**src/rtl/pct_pkg.sv**
```systemverilog
`default_nettype none

package pct_pkg;

    localparam int FREQ_W  = 24;
    localparam int STR_W   = 16;
    localparam int CNT_W   = 5;
    localparam int ENTRY_W = FREQ_W + STR_W;

    localparam int APB_AW  = 3;
    localparam int APB_DW  = 32;

    // register index, taken from paddr[2]
    localparam logic REG_MAX_CANDIDATES = 1'b0;

    localparam logic FUNC_ADD   = 1'b0;
    localparam logic FUNC_CLEAR = 1'b1;

    localparam logic signed [STR_W-1:0] STRENGTH_NONE = -16'sd16384;
    localparam logic [CNT_W-1:0]        MAX_CAND_RESET = 5'd16;

    typedef enum logic [2:0] {
        S_IDLE,
        S_WSCAN,
        S_WRITE,
        S_BSCAN,
        S_OUT
    } t_state;

endpackage

`default_nettype wire

```
**src/rtl/pct_if.sv**
```systemverilog
`default_nettype none

interface pct_item_if;
    logic                                  valid;
    logic                                  ready;
    logic                                  func;
    logic        [pct_pkg::FREQ_W-1:0]     cand_frequency;
    logic signed [pct_pkg::STR_W-1:0]      cand_strength;

    modport source (output valid, output func, output cand_frequency,
                    output cand_strength, input ready);
    modport sink   (input valid, input func, input cand_frequency,
                    input cand_strength, output ready);
endinterface

interface pct_res_if;
    logic                                  valid;
    logic                                  ready;
    logic        [pct_pkg::FREQ_W-1:0]     best_frequency;
    logic signed [pct_pkg::STR_W-1:0]      best_strength;
    logic        [pct_pkg::CNT_W-1:0]      entry_count;
    logic                                  was_stored;

    modport source (output valid, output best_frequency, output best_strength,
                    output entry_count, output was_stored, input ready);
    modport sink   (input valid, input best_frequency, input best_strength,
                    input entry_count, input was_stored, output ready);
endinterface

`default_nettype wire

```
**src/rtl/pitch_candidate_table_top.sv**
```systemverilog
// Pitch candidate table for one analysis frame.
// i_item carries one transaction per candidate: func add or clear, frequency
// (Q16.8 Hz, zero = unvoiced) and strength (Q2.14). o_res returns exactly one
// transaction per item: strongest voiced entry, entry count and a stored flag.
// max_candidates is set over the APB port (register 0, reset 16); the user
// must write it only while idle; the block leaves enforcing this to the user.
// Table entries live in one synchronous RAM (one read or write per cycle);
// the scans walk through that RAM one entry after another.
// A clear empties the table and returns its result without a scan. An add
// to a table holding fewer than min(max_candidates, MAX_ENTRIES) entries
// writes the item at the next free position, then scans for the strongest
// voiced entry; at that limit it first scans for the weakest voiced entry,
// replaces it if the item is at least as strong, then scans for the strongest.
// The next item can be accepted in the cycle after the result is loaded.
// A result that is not taken waits in the output register; the next item is
// accepted meanwhile, and its result waits until the register frees up.
// Reset empties the table (count zero) and drops any result in flight;
// the RAM itself is not cleared.
`default_nettype none

module pitch_candidate_table_top #(
    parameter int MAX_ENTRIES = 16
) (
    input  wire logic                         i_clk,
    input  wire logic                         i_rst_n,
    pct_item_if.sink                          i_item,
    pct_res_if.source                         o_res,
    input  wire logic                         psel,
    input  wire logic                         penable,
    input  wire logic                         pwrite,
    input  wire logic [pct_pkg::APB_AW-1:0]   paddr,
    input  wire logic [pct_pkg::APB_DW-1:0]   pwdata,
    output logic      [pct_pkg::APB_DW-1:0]   prdata,
    output logic                              pready
);

    localparam int IW = (MAX_ENTRIES > 1) ? $clog2(MAX_ENTRIES) : 1;
    localparam int CW = $clog2(MAX_ENTRIES + 1);
    localparam int FW = pct_pkg::FREQ_W;
    localparam int SW = pct_pkg::STR_W;
    localparam int EW = pct_pkg::ENTRY_W;
    localparam int NW = pct_pkg::CNT_W;

    pct_pkg::t_state r_state, n_state;

    logic [EW-1:0] r_mem [MAX_ENTRIES];
    logic [EW-1:0] r_rdata;
    logic [IW-1:0] w_rd_addr;

    logic        [FW-1:0] r_f, n_f;
    logic signed [SW-1:0] r_s, n_s;
    logic        [CW-1:0] r_idx, n_idx;
    logic        [CW-1:0] r_end, n_end;
    logic        [CW-1:0] r_pidx, n_pidx;
    logic                 r_pend, n_pend;
    logic                 r_wfound, n_wfound;
    logic signed [SW-1:0] r_weak, n_weak;
    logic        [IW-1:0] r_pos, n_pos;
    logic signed [SW-1:0] r_best, n_best;
    logic        [FW-1:0] r_best_f, n_best_f;
    logic                 r_stored, n_stored;
    logic        [CW-1:0] r_held, n_held;
    logic        [NW-1:0] r_maxc;

    logic                 r_ovalid, n_ovalid;
    logic        [FW-1:0] r_obest_f, n_obest_f;
    logic signed [SW-1:0] r_obest, n_obest;
    logic        [NW-1:0] r_ocount, n_ocount;
    logic                 r_ostored, n_ostored;

    logic        [CW-1:0] w_lim;
    logic                 w_accept;
    logic                 w_scan_done;
    logic                 w_out_free;
    logic                 w_replace;
    logic        [FW-1:0] w_rd_f;
    logic signed [SW-1:0] w_rd_s;
    logic                 w_rd_voiced;
    logic                 w_cfg_wr;

    assign w_lim = (32'(r_maxc) > MAX_ENTRIES) ? CW'(MAX_ENTRIES) : CW'(r_maxc);

    assign i_item.ready = (r_state == pct_pkg::S_IDLE);
    assign w_accept     = i_item.valid && i_item.ready;
    assign w_scan_done  = (r_idx >= r_end) && !r_pend;
    assign w_out_free   = !r_ovalid || o_res.ready;
    assign w_replace    = r_wfound && (r_s >= r_weak);

    assign w_rd_addr   = IW'(r_idx);
    assign w_rd_f      = r_rdata[EW-1:SW];
    assign w_rd_s      = r_rdata[SW-1:0];
    assign w_rd_voiced = (w_rd_f != '0);

    // next state
    always_comb begin
        n_state = r_state;
        unique case (r_state)
            pct_pkg::S_IDLE: begin
                if (w_accept) begin
                    if (i_item.func == pct_pkg::FUNC_CLEAR) begin
                        n_state = pct_pkg::S_OUT;
                    end else if (r_held < w_lim) begin
                        n_state = pct_pkg::S_WRITE;
                    end else begin
                        n_state = pct_pkg::S_WSCAN;
                    end
                end
            end
            pct_pkg::S_WSCAN: begin
                if (w_scan_done) begin
                    n_state = w_replace ? pct_pkg::S_WRITE : pct_pkg::S_BSCAN;
                end
            end
            pct_pkg::S_WRITE: n_state = pct_pkg::S_BSCAN;
            pct_pkg::S_BSCAN: begin
                if (w_scan_done) begin
                    n_state = pct_pkg::S_OUT;
                end
            end
            pct_pkg::S_OUT: begin
                if (w_out_free) begin
                    n_state = pct_pkg::S_IDLE;
                end
            end
            default: n_state = pct_pkg::S_IDLE;
        endcase
    end

    // datapath
    always_comb begin
        n_f       = r_f;
        n_s       = r_s;
        n_idx     = r_idx;
        n_end     = r_end;
        n_pidx    = r_pidx;
        n_pend    = r_pend;
        n_wfound  = r_wfound;
        n_weak    = r_weak;
        n_pos     = r_pos;
        n_best    = r_best;
        n_best_f  = r_best_f;
        n_stored  = r_stored;
        n_held    = r_held;
        n_ovalid  = r_ovalid;
        n_obest_f = r_obest_f;
        n_obest   = r_obest;
        n_ocount  = r_ocount;
        n_ostored = r_ostored;

        if (r_ovalid && o_res.ready) begin
            n_ovalid = 1'b0;
        end

        unique case (r_state)
            pct_pkg::S_IDLE: begin
                if (w_accept) begin
                    n_f      = i_item.cand_frequency;
                    n_s      = i_item.cand_strength;
                    n_best   = pct_pkg::STRENGTH_NONE;
                    n_best_f = '0;
                    n_stored = 1'b0;
                    n_wfound = 1'b0;
                    n_idx    = '0;
                    n_pend   = 1'b0;
                    if (i_item.func == pct_pkg::FUNC_CLEAR) begin
                        n_held = '0;
                    end else if (r_held < w_lim) begin
                        n_pos  = IW'(r_held);
                        n_held = r_held + 1'b1;
                    end else begin
                        n_end = w_lim;
                    end
                end
            end
            pct_pkg::S_WSCAN, pct_pkg::S_BSCAN: begin
                // one read issued per cycle, data processed in the next cycle
                if (r_idx < r_end) begin
                    n_idx  = r_idx + 1'b1;
                    n_pend = 1'b1;
                    n_pidx = r_idx;
                end else begin
                    n_pend = 1'b0;
                end
                if (r_pend) begin
                    if (r_state == pct_pkg::S_WSCAN) begin
                        if (w_rd_voiced && (!r_wfound || (w_rd_s < r_weak))) begin
                            n_wfound = 1'b1;
                            n_weak   = w_rd_s;
                            n_pos    = IW'(r_pidx);
                        end
                    end else begin
                        // entry one is the fallback when nothing qualifies
                        if (r_pidx == '0) begin
                            n_best_f = w_rd_f;
                        end
                        if (w_rd_voiced && (w_rd_s > r_best)) begin
                            n_best   = w_rd_s;
                            n_best_f = w_rd_f;
                        end
                    end
                end
                if (w_scan_done && (r_state == pct_pkg::S_WSCAN)) begin
                    n_idx = '0;
                    n_end = r_held;
                end
            end
            pct_pkg::S_WRITE: begin
                n_stored = 1'b1;
                n_idx    = '0;
                n_end    = r_held;
                n_pend   = 1'b0;
            end
            pct_pkg::S_OUT: begin
                if (w_out_free) begin
                    n_ovalid  = 1'b1;
                    n_obest_f = r_best_f;
                    n_obest   = r_best;
                    n_ocount  = NW'(r_held);
                    n_ostored = r_stored;
                end
            end
            default: begin
            end
        endcase
    end

    // table RAM
    always_ff @(posedge i_clk) begin
        if (r_state == pct_pkg::S_WRITE) begin
            r_mem[r_pos] <= {r_f, r_s};
        end
        r_rdata <= r_mem[w_rd_addr];
    end

    always_ff @(posedge i_clk) begin
        if (!i_rst_n) begin
            r_state  <= pct_pkg::S_IDLE;
            r_held   <= '0;
            r_pend   <= 1'b0;
            r_ovalid <= 1'b0;
        end else begin
            r_state  <= n_state;
            r_held   <= n_held;
            r_pend   <= n_pend;
            r_ovalid <= n_ovalid;
        end
    end

    always_ff @(posedge i_clk) begin
        r_f       <= n_f;
        r_s       <= n_s;
        r_idx     <= n_idx;
        r_end     <= n_end;
        r_pidx    <= n_pidx;
        r_wfound  <= n_wfound;
        r_weak    <= n_weak;
        r_pos     <= n_pos;
        r_best    <= n_best;
        r_best_f  <= n_best_f;
        r_stored  <= n_stored;
        r_obest_f <= n_obest_f;
        r_obest   <= n_obest;
        r_ocount  <= n_ocount;
        r_ostored <= n_ostored;
    end

    assign o_res.valid          = r_ovalid;
    assign o_res.best_frequency = r_obest_f;
    assign o_res.best_strength  = r_obest;
    assign o_res.entry_count    = r_ocount;
    assign o_res.was_stored     = r_ostored;

    // APB register
    assign pready   = 1'b1;
    assign w_cfg_wr = psel && penable && pwrite && pready
                      && (paddr[2] == pct_pkg::REG_MAX_CANDIDATES);

    always_ff @(posedge i_clk) begin
        if (!i_rst_n) begin
            r_maxc <= pct_pkg::MAX_CAND_RESET;
        end else if (w_cfg_wr) begin
            r_maxc <= pwdata[NW-1:0];
        end
    end

    assign prdata = (paddr[2] == pct_pkg::REG_MAX_CANDIDATES)
                    ? {{(pct_pkg::APB_DW-NW){1'b0}}, r_maxc} : '0;

    // checks
    a_held_bound: assert property (@(posedge i_clk) disable iff (!i_rst_n)
        32'(r_held) <= MAX_ENTRIES)
        else $error("held count above table depth");

    a_clear_empties: assert property (@(posedge i_clk) disable iff (!i_rst_n)
        (w_accept && (i_item.func == pct_pkg::FUNC_CLEAR)) |=> (r_held == '0))
        else $error("clear did not empty the table");

    a_stored_nonempty: assert property (@(posedge i_clk) disable iff (!i_rst_n)
        (o_res.valid && o_res.was_stored) |-> (o_res.entry_count != '0))
        else $error("stored item reported with empty table");

    a_read_in_range: assert property (@(posedge i_clk) disable iff (!i_rst_n)
        r_pend |-> (r_pidx < r_end))
        else $error("scan read beyond its end");

endmodule

`default_nettype wire
```
**src/flat_wrapper.sv**
```systemverilog
// flat-port wrapper written by rule: the top's interface ports become plain ports
module pitch_candidate_table_top_flat 
#(
    parameter int MAX_ENTRIES = 16
)
  (i_clk, i_rst_n, psel, penable, pwrite, paddr, pwdata, prdata, pready, i_item_valid, i_item_func, i_item_cand_frequency, i_item_cand_strength, i_item_ready, o_res_valid, o_res_best_frequency, o_res_best_strength, o_res_entry_count, o_res_was_stored, o_res_ready);
  pct_item_if i_item_i ();
  pct_res_if o_res_i ();
  input  wire logic i_clk;
  input  wire logic i_rst_n;
  input  wire logic psel;
  input  wire logic penable;
  input  wire logic pwrite;
  input  wire logic [pct_pkg::APB_AW-1:0] paddr;
  input  wire logic [pct_pkg::APB_DW-1:0] pwdata;
  output logic      [pct_pkg::APB_DW-1:0] prdata;
  output logic pready;
  input wire logic [$bits(i_item_i.valid)-1:0] i_item_valid;
  input wire logic [$bits(i_item_i.func)-1:0] i_item_func;
  input wire logic [$bits(i_item_i.cand_frequency)-1:0] i_item_cand_frequency;
  input wire logic [$bits(i_item_i.cand_strength)-1:0] i_item_cand_strength;
  output wire logic [$bits(i_item_i.ready)-1:0] i_item_ready;
  output wire logic [$bits(o_res_i.valid)-1:0] o_res_valid;
  output wire logic [$bits(o_res_i.best_frequency)-1:0] o_res_best_frequency;
  output wire logic [$bits(o_res_i.best_strength)-1:0] o_res_best_strength;
  output wire logic [$bits(o_res_i.entry_count)-1:0] o_res_entry_count;
  output wire logic [$bits(o_res_i.was_stored)-1:0] o_res_was_stored;
  input wire logic [$bits(o_res_i.ready)-1:0] o_res_ready;
  assign i_item_i.valid = i_item_valid;
  assign i_item_i.func = i_item_func;
  assign i_item_i.cand_frequency = i_item_cand_frequency;
  assign i_item_i.cand_strength = i_item_cand_strength;
  assign i_item_ready = i_item_i.ready;
  assign o_res_valid = o_res_i.valid;
  assign o_res_best_frequency = o_res_i.best_frequency;
  assign o_res_best_strength = o_res_i.best_strength;
  assign o_res_entry_count = o_res_i.entry_count;
  assign o_res_was_stored = o_res_i.was_stored;
  assign o_res_i.ready = o_res_ready;
  pitch_candidate_table_top #(.MAX_ENTRIES(MAX_ENTRIES)) u_core (.i_clk(i_clk), .i_rst_n(i_rst_n), .i_item(i_item_i), .o_res(o_res_i), .psel(psel), .penable(penable), .pwrite(pwrite), .paddr(paddr), .pwdata(pwdata), .prdata(prdata), .pready(pready));
endmodule
```
**config.mk**
```make
export PLATFORM = sky130hd
export DESIGN_NAME = pitch_candidate_table_top_flat
export DESIGN_NICKNAME = d
export VERILOG_FILES = /design/src/rtl/pct_pkg.sv /design/src/rtl/pct_if.sv /design/src/rtl/pitch_candidate_table_top.sv /design/src/flat_wrapper.sv
export SDC_FILE = /design/constraint.sdc
export NUM_CORES = 1
export LEC_CHECK = 0
export BUFFER_PORTS_ARGS = -buffer_cell sky130_fd_sc_hd__buf_2
export CAP_MARGIN = 20
export CORE_MARGIN = 2
export CORE_UTILIZATION = 30
export DETAILED_ROUTE_END_ITERATION = 10
export HOLD_SLACK_MARGIN = 0.03
export PLACE_DENSITY_LB_ADDON = 0.15
export SYNTH_ARGS = -nofsm -noshare
export SYNTH_HDL_FRONTEND = slang
export SYNTH_SLANG_ARGS = --single-unit
```
**constraint.sdc**
```tcl
create_clock -name i_clk -period 4.3 [get_ports i_clk]
set_input_delay 0.86 -clock i_clk [delete_from_list [all_inputs] [get_ports i_clk]]
set_output_delay 0.86 -clock i_clk [all_outputs]
set_load 0.02 [all_outputs]
```
==> results of run 1 <==
[metal layers]
metal / up-vias / global-route usage (%)
met5: - / 0
li1: 7572 / -
met2: 336 / 24.4
met4: 0 / 4.33
met1: 8743 / 20.0
met3: 112 / 2.33
[per-stage QoR]
step / hold slack (ns) / power [mW] / setup slack (ns) / cells / util, %
final: 0.355 / 21.1 / 1.28 / 3560 / 35.7
after global routing: 0.305 / 22.0 / 0.996 / 3560 / 35.7
after CTS: 0.297 / 21.4 / 1.24 / 3560 / 35.7
after detailed placement: 0.405 / 12.7 / 1.25 / 3382 / 32.7
after global placement: 0.408 / 12.7 / 1.07 / 3381 / 32.6
after floorplan: 0.400 / 11.8 / 0.163 / 1861 / -
[registers in the layout (all words and copies together) (netlist names), 3 cells and up]
signal / flops
u_core.o_res.entry_count: 5
u_core.r_pidx: 5
u_core.r_end: 5
u_core.r_held: 5
u_core.r_pos: 4
u_core.r_mem: 640
u_core.r_state: 3
u_core.r_f: 24
u_core.o_res.best_strength: 16
u_core.r_s: 16
u_core.r_weak: 16
u_core.r_best: 16
u_core.r_maxc: 5
u_core.r_idx: 5
u_core.r_best_f: 24
u_core.o_res.best_frequency: 24
u_core.r_rdata: 40
[logic make-up (layout without fill, tap and decap cells)]
group | Yosys count | in the layout | synth area share, %
other | 2 | 28 | 0.0227
AOI/OAI and AO/OA | 275 | 275 | 5.26
and+or+nand+nor | 241 | 241 | 3.60
buffers and inverters | 150 | 373 | 2.09
xor gates and xnor gates | 5 | 5 | 0.132
adders and majority gates | 58 | 58 | 2.19
muxes | 246 | 246 | 10.6
DFF | 858 | 858 | 76.1
[Yosys cell counts (3+ instances only)]
cell type | n | share of area (%)
nor4_1 | 6 | 0.11
xnor2_1 | 3 | 0.079
o21a_1 | 3 | 0.068
and2_1 | 39 | 0.74
a211oi_1 | 4 | 0.091
a221oi_1 | 41 | 1.1
o211ai_1 | 3 | 0.068
nand2b_1 | 9 | 0.17
nor2_1 | 34 | 0.39
buf_1 | 9 | 0.10
ha_1 | 58 | 2.2
or4_1 | 4 | 0.091
mux2_2 | 40 | 1.4
edfxtp_1 | 803 | 73
nand3_1 | 11 | 0.17
a311oi_1 | 3 | 0.079
o22ai_1 | 3 | 0.057
o21ai_0 | 99 | 1.5
nor2b_1 | 19 | 0.36
a21o_1 | 5 | 0.11
buf_4 | 28 | 0.63
and3_1 | 3 | 0.057
nand4_1 | 11 | 0.21
clkbuf_1 | 48 | 0.54
mux4_2 | 80 | 5.4
nand2_1 | 88 | 1.0
a22oi_1 | 40 | 0.91
dfxtp_1 | 55 | 3.3
mux2i_1 | 126 | 3.8
inv_1 | 45 | 0.51
nor3_1 | 11 | 0.17
a21oi_1 | 58 | 0.88
buf_2 | 19 | 0.29
[worst paths after layout]
path	startpoint	end	slack, ns	depth (start not counted)
hold / removal	i_item_cand_frequency[0]	u_core.r_f[0]	0.35	1
hold reg to reg	u_core.r_best_f[10]	u_core.o_res.best_frequency[10]	0.42	0
setup reg to reg	u_core.r_rdata[35]	u_core.r_best_f[4]	1.28	8
setup / recovery	u_core.r_rdata[35]	u_core.r_best_f[4]	1.28	8
[report_power, final]
part	total, mW	leakage, nW	switching, mW	internal [mW]
Sequential	10.1	7.75	0.433	9.70
Clock	8.56	1.63	3.36	5.20
Combinational	2.36	3.62	1.44	0.922
Total	21.1	13.0	5.24	15.8
[final cells by class]
type	count	area, um^2	share of cell area, %
well taps	1476	1850	4.74
inverters	46	173	0.443
flip-flops and latches	858	25200	64.7
clock buffers	125	2610	6.69
multi-input cells	853	7460	19.1
clock inverters	53	736	1.89
repair buffers	149	943	2.42
==> metrics.txt, run 1 <==
Rel. slew slack=26.9%; Lkg Pwr=13.0 nW; share of synthesized flip-flops with an asynchronous set or reset=0%; clock latency on the worst-skew pair=0.68 ns; CTS resizes=0; post-DP HPWL=44900 um; Top FF cell, synth=edfxtp_1; Final setup viols=0; count of max-cap constraint violations=0; via count=16.8k; post-layout min period=3.02 ns; number of antenna diodes=0; Die H=336 um; Max H-tree Level=3; crit path max fanout=24; Fin. Hold Viols=0; unrepaired setup endpoints after global routing=false; top sig layer=met4; number of flops mapped to enable cells by yosys=803; slowest CP cell=nor4_1; Die Wd=336 um; Port Buf Inserts=106; crit start category=register; critical path required time=4.64 ns; layout cell share with drive strength beyond 1=21.0%; global-route wire length before repair=120000 um; most frequent cells in the layout=edfxtp_1 (803), mux2i_1 (126), buf_2 (106); Post-CTS Setup Bufs=0; library cells used by synthesis=54; hold buffers post-CTS=0; Arr. time, crit path=3.36 ns; CTS Root Cell=clkbuf_16; Avg Vias per Cell=4.71; final period utilization=70.2%; Worst-Margin Slew=1.09 ns; I/O pins=164; wire per inst=23.3 um; dpl cell area=35600 um^2; Worst Path Buf+Inv=2; Mapped Cells=1835; number of antenna violations at the first check in global routing=2; DRC Markers=0; Avg Cell Area, Syn=18.1 um^2; status=finished, final reports clean; final instance area=39000 um^2; largest net degree at the start of global routing=90; CP Cell Sequence=nor4_1 -> nand4_1 -> nor2_1 -> a21oi_1 -> o311ai_0 -> clkdlybuf4s18_2 -> a31oi_4 -> buf_4; Layout area overhead=17.7%; Routed met3 length=2960 um; Syn. warnings=0; Initial DRT Pass Iterations=5; slowest stage delay, CP=0.59 ns; VDD IR-drop max=0.000336 V; WL met1=38200 um; clk_skew=0.0321 ns; Setup Crit Path Kind=reg2reg; gpl congestion=0.761; GRT Util Overall=14.7%; Final nets=2144; sequential share of the synthesized area=76.1%; Routed Antenna Nets=0; CTS tree=built; number of synthesized register bits=858; metal2 WL=39900 um; FILL cells=10.2k; delay-heaviest family, CP=simple AND/OR/NAND/NOR gates; commonest non-fill, non-tap cell in the layout=edfxtp_1; Clock Tree Buf Depth=3; max-slew violations=0; Worst-path clk slew=0.06 ns; DR iter-0 viols=1181; die area=113000 um^2; cell area after synthesis=33100 um^2; Fin Setup TNS=0 ns; CORE AREA=109000 um^2; gr ovfl total=0; critical path endpoint category=register; CTS buffer count=95; Core Rows=121; maximum operating frequency=0.331 GHz; Initial Util=30.4%; drt total wl=83100 um; vias in the first global route=17.3k; Hold Crit Class=in2reg; Cell Pwr Density=540 nW/um^2; clock sink count=858
Note: power is estimated with default switching activity, not from simulation.
==> run 2, diff against run 1 <==
clock period = 2.8 ns   (was 4.3 ns; I/O delays follow)
==> metrics.txt, run 2 (synthesized netlist as in run 1, its figures left out) <==
status=finished, final reports clean; Worst setup startpoint=u_core.r_best[1]; drt total wl=84500 um (+1.6%); commonest non-fill, non-tap cell in the layout=edfxtp_1; Cell Pwr Density=801 nW/um^2 (+48%); Worst-path clk slew=0.06 ns (about the same); slowest stage delay, CP=0.43 ns (-0.16 ns); Final Non-Filler Cells=3614 (+1.5%); via count=17.0k (+1.6%); Clock Tree Buf Depth=3 (unchanged); vias in the first global route=18.0k (+4.2%); max-slew violations=0 (unchanged); gpl congestion=0.757 (-0.53%); Core Rows=121 (unchanged); WL met1=37300 um (-2.3%); Seq pwr share=48.8% (+0.7 points); Max H-tree Level=3 (unchanged); Final nets=2198 (+2.5%); clk_skew=0.0232 ns (-0.00891 ns); CP Cell Sequence=inv_1 -> ha_1 -> nor2b_1 -> o211ai_1 -> a21oi_1 -> o31a_1 -> o311ai_0 -> buf_4 -> a31oi_4 -> buf_12; largest net degree at the start of global routing=84 (-6.7%); crit path max fanout=24 (unchanged); combinational power share=12.5% (+1.3 points); Post-CTS Setup Bufs=0 (unchanged); layout cell share with drive strength beyond 1=21.7% (+0.70 points); most frequent cells in the layout=edfxtp_1 (803), mux2i_1 (126), buf_2 (106); CTS Root Cell=clkbuf_16; Worst R2R Start=u_core.r_best[1]; Layout area overhead=19.3%; slowest CP cell=o311ai_0; clock latency on the worst-skew pair=0.66 ns (-0.02 ns); clock sink count=858 (unchanged); net switching fraction of the power=25.3% (+0.44 points); number of antenna violations at the first check in global routing=4 (+2); Fin Setup TNS=0 ns (unchanged); global-route wire length before repair=122000 um (+2.0%); final period utilization=94.3% (+24 points); Die H=336 um (unchanged); Top Registers=u_core.r_mem (640), u_core.r_rdata (40); placed cells=3417 (+1.0%); HP Start=i_item_cand_frequency[12]; Rel. slew slack=45.5% (+19 points); Initial Util=30.4% (unchanged); GRT Util Overall=15.0% (+0.26 points); Worst-Margin Slew=0.818 ns (-0.276 ns); CTS buffer count=95 (unchanged); critical path required time=3.18 ns (-1.46 ns); count of max-cap constraint violations=0 (unchanged); gr ovfl total=0 (unchanged); max reg flops=640 (unchanged); I/O pins=164 (unchanged); Avg Vias per Cell=4.71 (about the same); Final setup viols=0 (unchanged); P_sw=8.01 mW (+53%); die area=113000 um^2 (unchanged); Setup Crit Path Kind=reg2reg; Initial DRT Pass Iterations=5 (unchanged); VDD IR-drop max=0.000480 V (+43%); Die Wd=336 um (unchanged); Fin. Hold Viols=0 (unchanged); P_int=23.6 mW (+49%); CTS tree=built; Hold Crit Class=in2reg; post-layout min period=2.64 ns (-0.379 ns); maximum operating frequency=0.379 GHz (+14%); post-DP HPWL=43900 um (-2.2%); Routed met3 length=3090 um (+4.4%); CORE AREA=109000 um^2 (unchanged); Arr. time, crit path=3.02 ns (-0.34 ns); DRC Markers=0 (unchanged); Clk pwr share=38.7% (-1.9 points); unrepaired setup endpoints after global routing=false; Routed Antenna Nets=0 (unchanged); crit start category=register; DR iter-0 viols=1125 (-4.7%); Port Buf Inserts=106 (unchanged); Most flops, register=u_core.r_mem; metal2 WL=41900 um (+5.0%); wire per inst=23.4 um (+0.13%); top sig layer=met5; Lkg Pwr=13.2 nW (+1.4%); critical path endpoint category=register
run 2: cell count changes in the layout (fill, tap and decap cells not counted), sizes merged:
cell	before	now
buf	148	184
dlygate4sd3	0	19
bufinv	15	8
clkinvlp	0	6
clkdlybuf4s18	1	0
diode	0	1
run 2: path summary, 6_finish.rpt:
check | cells after the start | slack (ns) | endpoint
setup / recovery | 10 | 0.16 | u_core.r_best_f[4]
hold / removal | 1 | 0.08 | u_core.r_f[12]
setup reg to reg | 10 | 0.16 | u_core.r_best_f[4]
hold reg to reg | 0 | 0.42 | u_core.o_res.best_frequency[3]
run 2: metrics by stage:
stage	worst slack (ns)	power (mW)	instance area, um^2	util [%]	hold slack (ns)
2_1_floorplan	-0.431	18.1	33300	-	0.400
3_3_place_gp	0.0867	19.7	36300	33.2	0.405
3_5_place_dp	0.123	19.7	36300	33.2	0.405
4_1_cts	0.105	32.2	39500	36.2	0.0301
5_1_grt	0.000622	33.0	39500	36.2	0.0418
6_report	0.159	31.6	39500	36.2	0.0813
run 2: power groups by stage:
stage	clock [mW]	combinational [mW]	sequential (mW)
3_3_place_gp	0	3.99	15.7
6_report	12.3	3.96	15.4
2_1_floorplan	0	2.53	15.5
4_1_cts	12.6	4.06	15.5
5_1_grt	13.1	4.37	15.5
3_5_place_dp	0	4.03	15.7
run 2: area by class of cell:
| class | instances | area [um^2] |
|---|---|---|
| fillers | 10200 | 69600 |
| well taps | 1476 | 1850 |
| repair buffers | 203 | 1730 |
| multi-input cells | 853 | 7490 |
| diodes | 1 | 2.50 |
| clock buffers | 125 | 2550 |
| clock inverters | 52 | 500 |
| flip-flops and latches | 858 | 25200 |
| inverters | 46 | 176 |
run 2: critical path, delay by kind of cell (launching register included):
kind,cells,cell delay [ns]
buf+inv,3,0.48
compound gates,5,1.08
fa+ha+maj,1,0.23
simple gates,1,0.13
flops,1,0.39
run 2: what timing repair did:
| action | CTS | global route |
|---|---|---|
| hold endpoints to repair | 19 | 0 |
| hold buffers | 19 | 0 |
| resized for setup | 0 | 1 |
| endpoints found under the setup margin | 0 | 4 |
run 2: per-layer routing:
metal / track usage (%) / vias to the layer above
li1: - / 7703
met2: 25.8 / 340
met3: 2.54 / 140
met1: 19.4 / 8842
met5: 0 / -
met4: 4.45 / 2
